**src/rtl/core/sbe_ram.sv**
```systemverilog
// ----------------------------------------------------------------------------
// sbe_ram
// Generic single-write, single-read RAM with registered read data.
// ----------------------------------------------------------------------------
module sbe_ram #(
    parameter int unsigned WIDTH  = 32,
    parameter int unsigned DEPTH  = 64,
    parameter int unsigned ADDR_W = (DEPTH > 1) ? $clog2(DEPTH) : 1
) (
    input  logic              i_clk,
    input  logic              i_we,
    input  logic [ADDR_W-1:0] i_waddr,
    input  logic [WIDTH-1:0]  i_wdata,
    input  logic [ADDR_W-1:0] i_raddr,
    output logic [WIDTH-1:0]  o_rdata
);

    logic [WIDTH-1:0] r_mem [DEPTH];
    logic [WIDTH-1:0] r_rdata;

    always_ff @(posedge i_clk) begin
        if (i_we) begin
            r_mem[i_waddr] <= i_wdata;
        end
        r_rdata <= r_mem[i_raddr];
    end

    assign o_rdata = r_rdata;

endmodule

```
**config.mk**
```make
export PLATFORM = sky130hd
export DESIGN_NAME = sbe_ram
export DESIGN_NICKNAME = d
export VERILOG_FILES = /design/src/rtl/core/sbe_ram.sv
export SDC_FILE = /design/constraint.sdc
export NUM_CORES = 2
export LEC_CHECK = 0
export ABC_CLOCK_PERIOD_IN_PS = 5500
export CORE_MARGIN = 2
export CORE_UTILIZATION = 60
export CTS_CLUSTER_SIZE = 8
export DETAILED_ROUTE_END_ITERATION = 7
export DONT_BUFFER_PORTS = 1
export GPL_ROUTABILITY_DRIVEN = 0
export PLACE_DENSITY = 0.81
export SLEW_MARGIN = 15
export SYNTH_ARGS = -nofsm -noshare
export SYNTH_HDL_FRONTEND = slang
export SYNTH_SLANG_ARGS = --single-unit
export TNS_END_PERCENT = 20
```
**constraint.sdc**
```tcl
create_clock -name i_clk -period 5.5 [get_ports i_clk]
set_clock_uncertainty 0.2 [all_clocks]
set_input_delay 0.55 -clock i_clk [delete_from_list [all_inputs] [get_ports i_clk]]
set_output_delay 0.55 -clock i_clk [all_outputs]
set_load 0.02 [all_outputs]
```
# Yosys cells after proc, flatten, opt, wreduce, memory -nomap -nowiden
# Memory sizes are Yosys's and may differ from the RTL's. A register that Yosys moved wholly into a read port is not among the register bits.
# Cells that the tools add are included.
# W data, S select, Z words.
# op_classes
muxes	2
# ops
op	count
$mux W1	2
# totals
input_bits	46
mem_count	1
elab_cells	3
output_inout_bits	32
ff_bits	0
mem_bits_rw	2048
# memory_table
memory	words	width	rd	rd_clocked_by_memory_dff	wr	line	rtl
r_mem	64	32	1	1	1	18	logic [WIDTH-1:0] r_mem [DEPTH];

# Longest topological paths before layout
# logic_depth
depth_word	2
ltp_mapped	10
ltp_nobuf	5

# Worst setup path before layout
# No wires, ideal clock.
# synth_timing
path_kind	input-to-reg
from	input i_waddr[3]
to	memory r_mem[48][0] (enable)
required_ns	4.839
setup_time_ns	0.461
path_buffers	1
path_stages	4
arrival_ns	3.249
path_slack_ns	1.590
cell_sequence	clkbuf_1 > nor2b_1 > nand4b_1 > nor3_1
# synth_rtl
item	line	rtl
start: declaration	12	input logic [ADDR_W-1:0] i_waddr,
end: declaration	18	
# Straight into the memory's write port.

==> results.py <==
metrics = {
    "status": {
        "outcome": "complete, but fails checks",
        "violations": "slew limit",
    },
    "layout": {
        "syn_to_final_growth_pct": 15.7,
        "fin_nets": 3642,
        "final_cells": 5468,
        "stdcell_area_um2": 90900,
        "drive_gt1_frac": 0.280,
    },
    "route": {
        "drtPass1Iterations": 6,
        "drtIter0Drc": 9026,
        "antenna_left": 0,
        "post_drt_wl_per_cell_um": 45.1,
        "vias": 42300,
        "routed_via_density": 7.74,
        "wirelength_um": 247000,
        "drc": 0,
    },
    "global_route": {
        "grt_overflow": 0,
        "antenna_found_initial": 21,
        "grt_max_degree": 514,
        "grt_pass1_wl_um": 334000,
        "grt_pass1_vias": 41900,
        "track_usage": 0.361,
    },
    "cts": {
        "cts.sinks": 2080,
        "clk_pin_slew_ns": 0.06,
        "cts_buffers": 310,
        "cts_tree": "built",
        "ctsResizeCount": 0,
        "clockRootBuffer": "clkbuf_16",
        "htreeDepth": 5,
        "cts_max_path_buffers": 4,
        "worst_skew_pair.late_latency_ns": 0.95,
        "cts_setup_buffers": 0,
        "cts_hold_buf": 73,
    },
    "yosys": {
        "syn-num-nets": 3370,
        "async_reset_ff_frac": 0,
        "synth_warnings": 0,
        "ys.flop_type": "edfxtp_1",
        "netlist_area_um2": 78500,
        "synth_cell_type_count": 34,
        "ys_seq_area_frac": 0.791,
        "synth_area_per_cell_um2": 23.6,
        "synth_enable_flop_cells": 2048,
        "synth.ff_latch_count": 2080,
        "synth_cells": 3324,
    },
    "timing": {
        "tightest_slew_ns": 1.81,
        "fin_crit_ns": 3.90,
        "finalHoldViolCount": 0,
        "fin_crit_sh": 0.710,
        "maxClockFrequency_mhz": 256,
        "tns_ns": 0,
        "whs_ns": 0.0431,
        "maxSlewViolCount": 86,
        "setup_viol": 0,
        "relSlewSlack": -0.210,
        "rsz0062_at_grt": "no",
    },
    "pwr": {
        "combPwrFrac": 0.044,
        "p_total_w": 0.0368,
        "clockPowerShare": 0.474,
        "ir_drop_mv": 0.317,
        "p_seq_frac": 0.481,
        "power_density_nw_per_um2": 406,
        "p_leak_nw": 28.5,
        "netSwitchingFraction": 0.223,
        "p_int_w": 0.0286,
        "power.switching_w": 0.00821,
    },
    "floorplan": {
        "ios": 78,
        "die_x_um": 366,
        "fp.dieH_um": 366,
        "dieArea_um2": 134000,
        "initial_core_util": 0.606,
        "fp.coreArea_um2": 130000,
        "rows": 132,
    },
    "placement": {
        "numPortBuffers": 0,
        "place_inst": 4940,
        "placed_cell_area_um2": 80700,
        "hpwl_um": 105000,
    },
    "critical_path": {
        "worstPathRequired_ns": 6.02,
        "worstPathArrival_ns": 4.42,
        "criticalPathCategory": "primary input to register",
        "cp_max_fo": 124,
        "start_kind": "primary input",
        "cp-end-kind": "register",
    },
    "hold_path": {
        "hold_path_class": "primary input to register",
    },
    "flow_run": {
        "maxCapViolations": 0,
    },
}
-- per-layer routing --
metal  track usage  wire length (µm)  up-vias
met5             0               161        -
met4         0.231             20700       24
met3         0.100             34100     1081
met2         0.564            117000     4924
met1         0.450             74400    21500
li1              -                 -    14800
-- worst paths after layout --
kind                       from           end  slack [ns]  depth (start not counted)
setup / recovery     i_raddr[0]    o_rdata[0]        1.60                          6
hold / removal       i_waddr[2]  r_mem[38][7]        0.04                          2
setup reg to reg   r_mem[3][19]   o_rdata[19]        2.46                          4
hold reg to reg   r_mem[12][17]   o_rdata[17]        0.60                          4
-- final cells by class --
type | instances | area [µm²]
Sequential cell | 2080 | 62100
Fill cell | 6795 | 38800
Multi-Input combinational cell | 1062 | 16000
Clock buffer | 431 | 8360
Tap cell | 1742 | 2180
Timing Repair Buffer | 142 | 2090
Clock inverter | 8 | 103
Antenna cell | 3 | 7.51
-- cell usage after synthesis (25+ instances only) --
cell      count  area, µm²
mux2i_1      93        931
buf_2        57        285
edfxtp_1   2048      61500
mux4_2      544      12300
dfxtp_1      32        641
o22ai_1      84        526
o221ai_1     27        236
clkbuf_1     74        278
nor2_1      137        514
nand2_1      26       97.6
buf_4        25        188
a21oi_1      62        310
-- power by group through the flow --
stage | Combinational, W | Clock [W] | Sequential, W
global route | 0.00163 | 0.0180 | 0.0177
global placement | 0.000946 | 0 | 0.0180
finish | 0.00163 | 0.0175 | 0.0177
CTS | 0.00142 | 0.0172 | 0.0177
detailed placement | 0.000968 | 0 | 0.0180
floorplan | 0.000853 | 0 | 0.0180
-- critical path, stage by stage --
cell and delay, ns:
buf_16 0.64, buf_16 0.61, mux4_2 0.64, mux4_2 0.55, o22ai_1 0.78, nor2_1 0.21
-- state kept, by name, summed over array words and instances (netlist names) --
| signal | flops |
|---|---|
| r_mem | 2048 |
| o_rdata | 32 |
-- per-stage QoR --
step,worst slack [ns],utilization
after floorplan,1.59,-
after global placement,2.16,0.622
after detailed placement,2.12,0.623
after CTS,2.75,0.698
after global routing,1.58,0.701
final,1.60,0.701
-- cell usage in the layout, fill, tap and decap left out, types with 5 or more instances in the layout --
master         synthesis  final
dlygate4sd3_1          0     39
o221ai_1              27     27
a21oi_1               62     62
nand3b_1               5      5
o22ai_1               84     84
a22oi_1               12     12
nand3_1                5      5
nor3_1                 7      5
buf_12                 0      7
buf_4                 25     54
mux4_2               544    544
nand2b_1               8      7
dfxtp_1               32     32
clkbuf_16              0    317
buf_16                 0     42
clkbuf_1              74    114
edfxtp_1            2048   2048
nor2b_1               15     14
nor2_4                 0     62
mux2i_1               93     93
nand2_1               26     26
a311oi_1               8      8
nor2_1               137     74
-- cell families after synthesis --
| logic type | count (synthesis) | synth area share |
|---|---|---|
| buf+inv | 182 | 0.0113 |
| mux | 637 | 0.168 |
| flops | 2080 | 0.791 |
| compound gates | 202 | 0.0167 |
| simple gates | 223 | 0.0127 |
Power figures use the tool's default switching activity.
